===== src/design/cppb_pkg.sv =====
package cppb_pkg;

   localparam int BUFFER_DEPTH = 64;
   localparam int ADDR_W = (BUFFER_DEPTH > 1) ? $clog2(BUFFER_DEPTH) : 1;
   localparam int LEN_W = $clog2(BUFFER_DEPTH + 1);
   localparam int SPIKE_W = 32;
   localparam int COUNT_W = 8;
   localparam int QUEUE_DEPTH = 2;

   // request type codes
   localparam logic REQ_WRITE = 1'b0;
   localparam logic REQ_READ = 1'b1;

   // result kind codes
   localparam logic KIND_WRITE_ACK = 1'b0;
   localparam logic KIND_READ_DATA = 1'b1;

   // register indexes
   localparam logic REG_WRITER_COUNT = 1'b0;
   localparam logic REG_READER_COUNT = 1'b1;

   typedef struct packed {
      logic               is_read;
      logic [SPIKE_W-1:0] value;
      logic               has_data;
      logic               last_turn;
   } cmd_type;

   typedef struct packed {
      logic               result_kind;
      logic [SPIKE_W-1:0] spike_out;
      logic               data_valid;
      logic               last_result;
      logic               violation;
      logic               overflow;
      logic               phase;
   } rsp_type;

endpackage


===== src/design/cppb_front.sv =====
module cppb_front (
   input  logic                                  clock,
   input  logic                                  reset,
   input  logic                                  req_tvalid,
   output logic                                  req_tready,
   input  logic [cppb_pkg::SPIKE_W-1:0]          req_tdata,
   input  logic [1:0]                            req_tuser,
   input  logic                                  req_tlast,
   output logic                                  cmd_valid,
   input  logic                                  cmd_ready,
   output cppb_pkg::cmd_type                     cmd
);
   import cppb_pkg::*;

   logic    in_valid_ff, in_valid_in;
   cmd_type cmd_ff, cmd_in;
   logic    accept;

   assign req_tready = !in_valid_ff || cmd_ready;
   assign accept = req_tvalid && req_tready;

   always_comb begin
      cmd_in = cmd_ff;
      in_valid_in = in_valid_ff;
      if (accept) begin
         in_valid_in = 1'b1;
         cmd_in.is_read = (req_tuser[0] == REQ_READ);
         cmd_in.value = req_tdata;
         // fill and turn markers only mean something on a write
         cmd_in.has_data = (req_tuser[0] == REQ_WRITE) && req_tuser[1];
         cmd_in.last_turn = (req_tuser[0] == REQ_WRITE) && req_tlast;
      end else if (cmd_ready) begin
         in_valid_in = 1'b0;
      end
   end

   always_ff @(posedge clock) begin
      if (reset) begin
         in_valid_ff <= 1'b0;
      end else begin
         in_valid_ff <= in_valid_in;
      end
      cmd_ff <= cmd_in;
   end

   assign cmd_valid = in_valid_ff;
   assign cmd = cmd_ff;

endmodule


===== src/design/cppb_queue.sv =====
module cppb_queue (
   input  logic              clock,
   input  logic              reset,
   input  logic              in_valid,
   output logic              in_ready,
   input  cppb_pkg::cmd_type in_cmd,
   output logic              out_valid,
   input  logic              out_ready,
   output cppb_pkg::cmd_type out_cmd
);
   import cppb_pkg::*;

   localparam int PTR_W = (QUEUE_DEPTH > 1) ? $clog2(QUEUE_DEPTH) : 1;
   localparam int CNT_W = $clog2(QUEUE_DEPTH + 1);

   cmd_type            ent_ff [QUEUE_DEPTH];
   logic [PTR_W-1:0]   wr_ptr_ff, wr_ptr_in;
   logic [PTR_W-1:0]   rd_ptr_ff, rd_ptr_in;
   logic [CNT_W-1:0]   count_ff, count_in;
   logic               push, pop;

   assign in_ready = (count_ff != CNT_W'(QUEUE_DEPTH));
   assign out_valid = (count_ff != '0);
   assign push = in_valid && in_ready;
   assign pop = out_valid && out_ready;
   assign out_cmd = ent_ff[rd_ptr_ff];

   always_comb begin
      wr_ptr_in = wr_ptr_ff;
      rd_ptr_in = rd_ptr_ff;
      count_in = count_ff;
      if (push) begin
         wr_ptr_in = (wr_ptr_ff == PTR_W'(QUEUE_DEPTH - 1)) ? '0 : wr_ptr_ff + 1'b1;
      end
      if (pop) begin
         rd_ptr_in = (rd_ptr_ff == PTR_W'(QUEUE_DEPTH - 1)) ? '0 : rd_ptr_ff + 1'b1;
      end
      case ({push, pop})
         2'b10: count_in = count_ff + 1'b1;
         2'b01: count_in = count_ff - 1'b1;
         default: count_in = count_ff;
      endcase
   end

   always_ff @(posedge clock) begin
      if (reset) begin
         wr_ptr_ff <= '0;
         rd_ptr_ff <= '0;
         count_ff <= '0;
      end else begin
         wr_ptr_ff <= wr_ptr_in;
         rd_ptr_ff <= rd_ptr_in;
         count_ff <= count_in;
      end
      if (push) begin
         ent_ff[wr_ptr_ff] <= in_cmd;
      end
   end

endmodule


===== src/design/cppb_back.sv =====
module cppb_back (
   input  logic                             clock,
   input  logic                             reset,
   input  logic                             cmd_valid,
   output logic                             cmd_ready,
   input  cppb_pkg::cmd_type                cmd,
   input  logic                             csr_we,
   input  logic                             csr_index,
   input  logic [cppb_pkg::COUNT_W-1:0]     csr_wdata,
   output logic                             rsp_valid,
   input  logic                             rsp_ready,
   output cppb_pkg::rsp_type                rsp
);
   import cppb_pkg::*;

   typedef enum logic [2:0] {
      ST_IDLE  = 3'b001,
      ST_FETCH = 3'b010,
      ST_LOAD  = 3'b100
   } state_type;

   state_type          st_ff, st_in;
   logic [LEN_W-1:0]   len_a_ff, len_a_in, len_b_ff, len_b_in;
   logic [COUNT_W-1:0] wdone_a_ff, wdone_a_in, wdone_b_ff, wdone_b_in;
   logic [COUNT_W-1:0] rdone_a_ff, rdone_a_in, rdone_b_ff, rdone_b_in;
   logic               phase_ff, phase_in;
   logic [COUNT_W-1:0] writer_count_ff, reader_count_ff;
   logic [ADDR_W-1:0]  idx_ff, idx_in;
   logic [LEN_W-1:0]   n_ff, n_in;
   logic               side_ff, side_in;    // 1: streaming side B
   logic               rsp_valid_ff, rsp_valid_in;
   rsp_type            rsp_ff, rsp_in;

   logic [SPIKE_W-1:0] mem_a [BUFFER_DEPTH];
   logic [SPIKE_W-1:0] mem_b [BUFFER_DEPTH];
   logic [SPIKE_W-1:0] rd_a_ff, rd_b_ff;

   logic               mem_we, mem_sel_a;
   logic [ADDR_W-1:0]  mem_addr;

   logic               out_free, take, swap_test;
   logic [LEN_W-1:0]   w_len, r_len;
   logic [COUNT_W-1:0] w_done, r_done, w_done_n, r_done_n;
   logic               viol, full, last_el;

   assign out_free = !rsp_valid_ff || rsp_ready;
   assign cmd_ready = (st_ff == ST_IDLE) && out_free;
   assign take = cmd_valid && cmd_ready;

   // phase 0 writes B and reads A
   assign w_len = phase_ff ? len_a_ff : len_b_ff;
   assign w_done = phase_ff ? wdone_a_ff : wdone_b_ff;
   assign r_len = phase_ff ? len_b_ff : len_a_ff;
   assign r_done = phase_ff ? rdone_b_ff : rdone_a_ff;
   assign full = (w_len >= LEN_W'(BUFFER_DEPTH));
   assign mem_addr = w_len[ADDR_W-1:0];
   assign last_el = (({1'b0, idx_ff} + 1'b1) == n_ff);

   always_comb begin
      st_in = st_ff;
      len_a_in = len_a_ff;
      len_b_in = len_b_ff;
      wdone_a_in = wdone_a_ff;
      wdone_b_in = wdone_b_ff;
      rdone_a_in = rdone_a_ff;
      rdone_b_in = rdone_b_ff;
      phase_in = phase_ff;
      idx_in = idx_ff;
      n_in = n_ff;
      side_in = side_ff;
      rsp_in = rsp_ff;
      rsp_valid_in = rsp_valid_ff && !rsp_ready;
      mem_we = 1'b0;
      mem_sel_a = phase_ff;
      swap_test = 1'b0;
      viol = 1'b0;
      w_done_n = w_done;
      r_done_n = r_done;

      case (st_ff)
         ST_IDLE: begin
            if (take && !cmd.is_read) begin
               viol = (w_done >= writer_count_ff);
               w_done_n = w_done + COUNT_W'(!viol && cmd.last_turn);
               mem_we = !viol && cmd.has_data && !full;
               if (phase_ff) begin
                  wdone_a_in = w_done_n;
                  if (mem_we) len_a_in = len_a_ff + 1'b1;
               end else begin
                  wdone_b_in = w_done_n;
                  if (mem_we) len_b_in = len_b_ff + 1'b1;
               end
               swap_test = cmd.last_turn;
            end else if (take) begin
               viol = (r_done >= reader_count_ff);
               r_done_n = r_done + COUNT_W'(!viol);
               if (phase_ff) rdone_b_in = r_done_n;
               else rdone_a_in = r_done_n;
               swap_test = 1'b1;
            end
         end
         ST_FETCH: begin
            st_in = ST_LOAD;
         end
         ST_LOAD: begin
            if (out_free) begin
               rsp_valid_in = 1'b1;
               rsp_in.result_kind = KIND_READ_DATA;
               rsp_in.spike_out = side_ff ? rd_b_ff : rd_a_ff;
               rsp_in.data_valid = 1'b1;
               rsp_in.last_result = last_el;
               rsp_in.violation = 1'b0;
               rsp_in.overflow = 1'b0;
               rsp_in.phase = phase_ff;
               if (last_el) begin
                  st_in = ST_IDLE;
               end else begin
                  idx_in = idx_ff + 1'b1;
                  st_in = ST_FETCH;
               end
            end
         end
         default: begin
            st_in = ST_IDLE;
         end
      endcase

      // swap tested on the updated counts; the side just read keeps its data
      if (swap_test) begin
         if (!phase_ff) begin
            if (wdone_b_in >= writer_count_ff && rdone_a_in >= reader_count_ff) begin
               rdone_b_in = '0;
               wdone_a_in = '0;
               len_a_in = '0;
               phase_in = 1'b1;
            end
         end else begin
            if (wdone_a_in >= writer_count_ff && rdone_b_in >= reader_count_ff) begin
               rdone_a_in = '0;
               wdone_b_in = '0;
               len_b_in = '0;
               phase_in = 1'b0;
            end
         end
      end

      if (take && !cmd.is_read) begin
         rsp_valid_in = 1'b1;
         rsp_in.result_kind = KIND_WRITE_ACK;
         rsp_in.spike_out = '0;
         rsp_in.data_valid = 1'b0;
         rsp_in.last_result = 1'b1;
         rsp_in.violation = viol;
         rsp_in.overflow = !viol && cmd.has_data && full;
         rsp_in.phase = phase_in;
      end else if (take) begin
         if (viol || r_len == '0) begin
            rsp_valid_in = 1'b1;
            rsp_in.result_kind = KIND_READ_DATA;
            rsp_in.spike_out = '0;
            rsp_in.data_valid = 1'b0;
            rsp_in.last_result = 1'b1;
            rsp_in.violation = viol;
            rsp_in.overflow = 1'b0;
            rsp_in.phase = phase_in;
         end else begin
            idx_in = '0;
            n_in = r_len;
            side_in = phase_ff;
            st_in = ST_FETCH;
         end
      end
   end

   always_ff @(posedge clock) begin
      if (reset) begin
         st_ff <= ST_IDLE;
         len_a_ff <= '0;
         len_b_ff <= '0;
         wdone_a_ff <= '0;
         wdone_b_ff <= '0;
         rdone_a_ff <= '0;
         rdone_b_ff <= '0;
         phase_ff <= 1'b0;
         writer_count_ff <= COUNT_W'(1);
         reader_count_ff <= COUNT_W'(1);
         rsp_valid_ff <= 1'b0;
      end else begin
         st_ff <= st_in;
         len_a_ff <= len_a_in;
         len_b_ff <= len_b_in;
         wdone_a_ff <= wdone_a_in;
         wdone_b_ff <= wdone_b_in;
         rdone_a_ff <= rdone_a_in;
         rdone_b_ff <= rdone_b_in;
         phase_ff <= phase_in;
         rsp_valid_ff <= rsp_valid_in;
         if (csr_we && csr_index == REG_WRITER_COUNT) writer_count_ff <= csr_wdata;
         if (csr_we && csr_index == REG_READER_COUNT) reader_count_ff <= csr_wdata;
      end
      idx_ff <= idx_in;
      n_ff <= n_in;
      side_ff <= side_in;
      rsp_ff <= rsp_in;
   end

   always_ff @(posedge clock) begin
      if (mem_we && mem_sel_a) mem_a[mem_addr] <= cmd.value;
      if (st_ff == ST_FETCH) rd_a_ff <= mem_a[idx_ff];
   end

   always_ff @(posedge clock) begin
      if (mem_we && !mem_sel_a) mem_b[mem_addr] <= cmd.value;
      if (st_ff == ST_FETCH) rd_b_ff <= mem_b[idx_ff];
   end

   assign rsp_valid = rsp_valid_ff;
   assign rsp = rsp_ff;

endmodule


===== src/design/counted_ping_pong_buffer.sv =====
// channel  | direction | handshake              | payload
// req_     | in        | req_tvalid/req_tready  | tdata spike, tuser type+has_data, tlast
// rsp_     | out       | rsp_tvalid/rsp_tready  | tdata data+flags, tuser kind+valid, tlast
// csr_     | in        | csr_we                 | csr_index, csr_wdata
//
// A write is handled in the execute stage; a read is accepted there, then each element
// streamed passes the fetch and load states, set by the registered read of the side store.
// Front register and two-entry queue absorb stalls. Synchronous reset clears done counts
// and lengths at once and sets writer and reader counts to 1; store contents stay unknown.
// A held result (rsp_tready low) stalls the execute stage only; requests queue until full.
module counted_ping_pong_buffer (
   input  logic                             clock,
   input  logic                             reset,
   input  logic                             req_tvalid,
   output logic                             req_tready,
   input  logic [cppb_pkg::SPIKE_W-1:0]     req_tdata,   // [31:0] spike_value
   input  logic [1:0]                       req_tuser,   // [0] req_type, [1] has_data
   input  logic                             req_tlast,   // last_of_turn
   output logic                             rsp_tvalid,
   input  logic                             rsp_tready,
   // [31:0] spike_out, [32] violation, [33] overflow, [34] phase, [39:35] zero
   output logic [39:0]                      rsp_tdata,
   output logic [1:0]                       rsp_tuser,   // [0] result_kind, [1] data_valid
   output logic                             rsp_tlast,   // last_result
   input  logic                             csr_we,
   input  logic                             csr_index,
   input  logic [cppb_pkg::COUNT_W-1:0]     csr_wdata
);
   import cppb_pkg::*;

   logic    f_valid, f_ready, q_valid, q_ready;
   cmd_type f_cmd, q_cmd;
   rsp_type rsp;

   cppb_front u_front (
      .clock      (clock),
      .reset      (reset),
      .req_tvalid (req_tvalid),
      .req_tready (req_tready),
      .req_tdata  (req_tdata),
      .req_tuser  (req_tuser),
      .req_tlast  (req_tlast),
      .cmd_valid  (f_valid),
      .cmd_ready  (f_ready),
      .cmd        (f_cmd)
   );

   cppb_queue u_queue (
      .clock     (clock),
      .reset     (reset),
      .in_valid  (f_valid),
      .in_ready  (f_ready),
      .in_cmd    (f_cmd),
      .out_valid (q_valid),
      .out_ready (q_ready),
      .out_cmd   (q_cmd)
   );

   cppb_back u_back (
      .clock     (clock),
      .reset     (reset),
      .cmd_valid (q_valid),
      .cmd_ready (q_ready),
      .cmd       (q_cmd),
      .csr_we    (csr_we),
      .csr_index (csr_index),
      .csr_wdata (csr_wdata),
      .rsp_valid (rsp_tvalid),
      .rsp_ready (rsp_tready),
      .rsp       (rsp)
   );

   assign rsp_tdata = {5'b0, rsp.phase, rsp.overflow, rsp.violation, rsp.spike_out};
   assign rsp_tuser = {rsp.data_valid, rsp.result_kind};
   assign rsp_tlast = rsp.last_result;

endmodule


===== config.mk =====
export PLATFORM = sky130hd
export DESIGN_NAME = counted_ping_pong_buffer
export DESIGN_NICKNAME = d
export VERILOG_FILES = /design/src/design/cppb_pkg.sv /design/src/design/cppb_front.sv /design/src/design/cppb_queue.sv /design/src/design/cppb_back.sv /design/src/design/counted_ping_pong_buffer.sv
export SDC_FILE = /design/constraint.sdc
export NUM_CORES = 2
export LEC_CHECK = 0
export BUFFER_PORTS_ARGS = -buffer_cell sky130_fd_sc_hd__buf_2
export CORE_AREA = 5 5 699 701
export DETAILED_ROUTE_END_ITERATION = 16
export DIE_AREA = 0 0 704 706
export GPL_TIMING_DRIVEN = 0
export HOLD_SLACK_MARGIN = 0.08
export PLACE_DENSITY_LB_ADDON = 0.15
export SLEW_MARGIN = 10
export SYNTH_ARGS = -nofsm -noshare
export SYNTH_HDL_FRONTEND = slang
export SYNTH_MEMORY_MAX_BITS = 65536
export SYNTH_SLANG_ARGS = --single-unit

===== constraint.sdc =====
create_clock -name clock -period 8.5 [get_ports clock]
set_input_delay 0.425 -clock clock [delete_from_list [all_inputs] [get_ports clock]]
set_output_delay 0.425 -clock clock [all_outputs]
set_load 0.02 [all_outputs]

==> results.py <==
metrics = {
    "outcome": {
        "status": "completed",
    },
    "place": {
        "place_inst": 14020,
        "hpwl_um": 375600,
        "placement.setup.worst_slack_ns": 0.8255,
        "port-buffer-count": 88,
        "placed_area_um2": 184000,
        "gp_congestion": 0.8354,
    },
    "finish": {
        "fin_util_pct": 41.47,
        "layout.cells.non_filler": 14970,
        "fin_nets": 8232,
        "fill_cells": 41730,
        "syn_to_final_growth_pct": 18.89,
        "drive_gt1_share_pct": 30.94,
        "postLayoutCellArea_um2": 199500,
    },
    "power_and_ir_drop": {
        "power_w": 0.04837,
        "swShare_pct": 23.20,
        "power_density_nw_per_um2": 242.4,
        "leakagePower_nw": 60.40,
        "clock_power_share_pct": 41.2,
        "peakVddDrop_uv": 228.8,
        "intPower_w": 0.03715,
        "pwr-share-comb_pct": 6.7,
        "power.switching_w": 0.01122,
        "seqPwrFrac_pct": 52.1,
    },
    "floorplan": {
        "fp.dieW_um": 704,
        "fp-row-count": 255,
        "core_um2": 481100,
        "die_h_um": 706,
        "io-pin-count": 94,
        "start_util_pct": 34.88,
        "die_area_um2": 497000,
    },
    "routing": {
        "firstDrtPassIters": 5,
        "postRouteAntennaNets": 0,
        "wire_per_inst_um": 36.39,
        "vias": 83650,
        "route.final.wire_length_um": 544700,
        "drc_errors": 0,
        "routed_via_density": 5.589,
        "dr.first_iter.drc_count": 10750,
    },
    "cts": {
        "cts_sinks": 4390,
        "numCtsBuffers": 465,
        "clkTransAtPathRegs_ns": 0.06,
        "cts_buffer_depth": 4,
        "cts_htree_levels": 5,
        "tritoncts": "done",
        "clk-insertion-delay-late_ns": 1.02,
        "cts.root.buffer_cell": "clkbuf_16",
        "cts_setup_buffers": 0,
    },
    "synth": {
        "seq_area_frac_synth_pct": 77.85,
        "netlist_area_um2": 167800,
        "async_reset_ff_share_pct": 0,
        "synth-edff-count": 4273,
        "syn_inst": 7226,
        "ys_seq_elements": 4390,
        "synth-main-ff-cell": "edfxtp_1",
        "syn_avg_cell_area_um2": 23.23,
        "ys_types": 74,
        "synth_warnings": 0,
    },
    "setup_path": {
        "path_class": "reg -> reg",
        "reg2reg_depth": 24,
        "cp_max_fo": 10,
        "r2r_start": "u_back.mem_sel_a$_SDFF_PP0_",
        "worstPathRequired_ns": 9.35,
        "cp.arrival_ns": 8.68,
        "reg2reg_setup_slack_ns": 0.67,
        "start_kind": "flip-flop",
        "setup.worst_path.end_class": "flip-flop",
        "r2r_end": "u_back.rdone_a_ff[6]$_SDFF_PP0_",
    },
    "global_routing": {
        "grt_pass1_wl_um": 729800,
        "grt.total_usage_pct": 21.47,
        "grt_max_degree": 129,
        "antenna_found_initial": 32,
        "grt-ovfl-total": 0,
        "first_global_vias": 83700,
    },
    "worst_hold_path": {
        "hold_class": "in -> reg",
        "hold_path_end": "u_front.cmd[24]$_DFFE_PP_",
        "holdPathStages": 2,
        "hp-start": "req_tdata[22]",
    },
    "sta": {
        "worstMarginPinSlew_ns": 1.378,
        "clock.fmax_mhz": 127.7,
        "fin_skew_ns": 0.06780,
        "finalCritPeriodShare_pct": 92.14,
        "relSlewSlack_pct": 7.773,
        "timing.final.hold_violations": 0,
        "finalCriticalPeriod_ns": 7.832,
        "timing.final.ws_setup_ns": 0.6680,
        "setup_viol": 0,
        "maxSlewViolCount": 0,
        "rsz0062_at_grt": "false",
    },
    "flow_run": {
        "drv_cap": 0,
    },
}
## worst max path at each step
stage	startpoint	slack (ns)	to	depth (start not counted)
after global routing	u_back.mem_sel_a$_SDFF_PP0_	0.30	u_back.rdone_a_ff[4]$_SDFF_PP0_	24
after floorplan	u_back.mem_sel_a$_SDFF_PP0_	3.17	u_back.len_b_ff[2]$_SDFF_PP0_	24
after CTS	u_back.mem_sel_a$_SDFF_PP0_	0.79	u_back.rdone_b_ff[6]$_SDFF_PP0_	23
after global placement	u_back.mem_sel_a$_SDFF_PP0_	-1.92	u_back.mem_a[54][14]$_DFFE_PP_	14
final	u_back.mem_sel_a$_SDFF_PP0_	0.67	u_back.rdone_a_ff[6]$_SDFF_PP0_	24
after detailed placement	u_back.mem_sel_a$_SDFF_PP0_	0.83	u_back.rdone_b_ff[6]$_SDFF_PP0_	23
## worst max-delay path, stage by stage (launching register included)
cell and delay (ns):
dfxtp_1 0.37, buf_2 0.27, buf_2 0.35, buf_2 0.35
buf_1 0.56, buf_1 0.79, mux2i_1 0.35, ha_1 0.27
nand2b_1 0.13, a21o_1 0.18, a211o_1 0.39, a21oi_2 0.49
nor2b_1 0.24, ha_1 0.22, nand2_1 0.11, nor4b_1 0.41
xor2_1 0.14, mux2_2 0.31, ha_1 0.30, o21a_1 0.12
o211ai_1 0.07, a311oi_1 0.47, a21o_1 0.32, buf_2 0.36
nor2b_1 0.09
## cell usage in the layout (no fill, tap or decap), types with 9 or more instances in the layout
cell type,instances
buf_4,17
clkinvlp_4,16
nand3_1,22
buf_1,40
inv_6,11
nand2_1,104
inv_1,28
buf_16,102
edfxtp_1,4273
o221ai_1,64
o22ai_1,129
bufinv_16,40
clkbuf_16,471
dfxtp_1,117
clkinv_2,99
clkinv_1,88
nor2_1,144
mux4_2,1216
ha_1,56
mux2_2,25
diode_2,32
nor2_4,129
nor3_1,11
dlygate4sd3_1,70
o21ai_0,23
buf_12,169
a21oi_1,99
clkbuf_2,25
nor2b_1,39
a211oi_1,40
mux2_8,27
mux2i_1,116
nand2b_1,9
xnor2_1,21
clkbuf_1,269
buf_2,225
## cell type report
cell class                      count  area (um2)  area share [%]
Sequential cell                  4390      130700           65.48
Multi-Input combinational cell   2422       36810           18.45
Clock buffer                      581       12280           6.156
Tap cell                         6425        8039           4.029
Timing Repair Buffer              430        7343           3.680
Clock inverter                    269        2489           1.247
Buffer                            387        1719          0.8616
Inverter                           31       116.4         0.05832
Antenna cell                       32       80.08         0.04013
## registers in the layout (all words and copies together), names as in the netlist, 2 cells and up, named ones only
register and cells:
u_back.len_b_ff 7, u_back.n_ff 7, u_back.writer_count_ff 8, u_back.idx_ff 6, u_queue.count_ff 2, u_back.rsp 38
u_back.reader_count_ff 8, u_back.mem_a 2048, u_back.rd_b_ff 32, u_back.st_ff 3, u_queue.ent_ff 70, u_back.wdone_b_ff 8
u_back.wdone_a_ff 8, u_back.rdone_b_ff 8, u_back.mem_b 2048, u_back.len_a_ff 7, u_back.rdone_a_ff 8, u_front.cmd 35
u_back.rd_a_ff 32
## through the flow
step | hold WS (ns) | setup TNS, ns
finish | 0.1746 | 0
global route | 0.1377 | 0
CTS | 0.08063 | 0
detailed placement | 0.4352 | 0
global placement | 0.4433 | -4826.25
floorplan | 0.4029 | 0
## cell usage after synthesis, types with 11 or more instances
master | instances | area share [%]
edfxtp_1 | 4273 | 76
mux4_2 | 1216 | 16
nor2_1 | 273 | 0.61
clkbuf_1 | 190 | 0.42
buf_2 | 137 | 0.41
o22ai_1 | 129 | 0.48
dfxtp_1 | 117 | 1.4
mux2i_1 | 116 | 0.69
nand2_1 | 104 | 0.23
a21oi_1 | 103 | 0.31
o221ai_1 | 64 | 0.33
mux2_2 | 57 | 0.38
ha_1 | 56 | 0.42
buf_1 | 43 | 0.096
a211oi_1 | 40 | 0.18
nor2b_1 | 39 | 0.15
inv_1 | 28 | 0.063
o21ai_0 | 23 | 0.069
nand3_1 | 22 | 0.066
xnor2_1 | 21 | 0.11
buf_4 | 17 | 0.076
nor3_1 | 11 | 0.033
## per-layer routing
layer	wire, um	part of all wire, %	global-route usage, %	vias to the layer above
met1	224500	41	29.88	46460
met4	16160	3.0	5.784	0
met2	258500	47	34.48	3701
met3	45570	8.4	4.421	645
met5	0	0	0	-
li1	-	-	-	32840
## power by group through the flow
stage	combinational, W	clock [W]	sequential, W
final	0.00325	0.0199	0.0252
after global routing	0.00340	0.0212	0.0252
after detailed placement	0.00320	0	0.0256
after global placement	0.00262	0	0.0258
after floorplan	0.00122	0	0.0257
after CTS	0.00322	0.0203	0.0252
## cell families (layout without fill, tap and decap cells)
logic type      after synthesis  after routing  synth area share [%]
flops                      4390           4390                 77.85
mux                        1393           1393                 17.42
simple gates                523            523                 1.434
buf+inv                     418           1698                 1.075
compound gates              415            415                 1.639
fa+ha+maj                    56             56                0.4175
xor+xnor                     30             30                0.1648
other cells                   1             37              0.002234
## timing repair
item / CTS / global route
endpoints found under the hold margin: 58 / 0
hold buffers: 70 / 0
gates resized for setup: 0 / 0
Note: power is estimated with default switching activity, not from simulation.
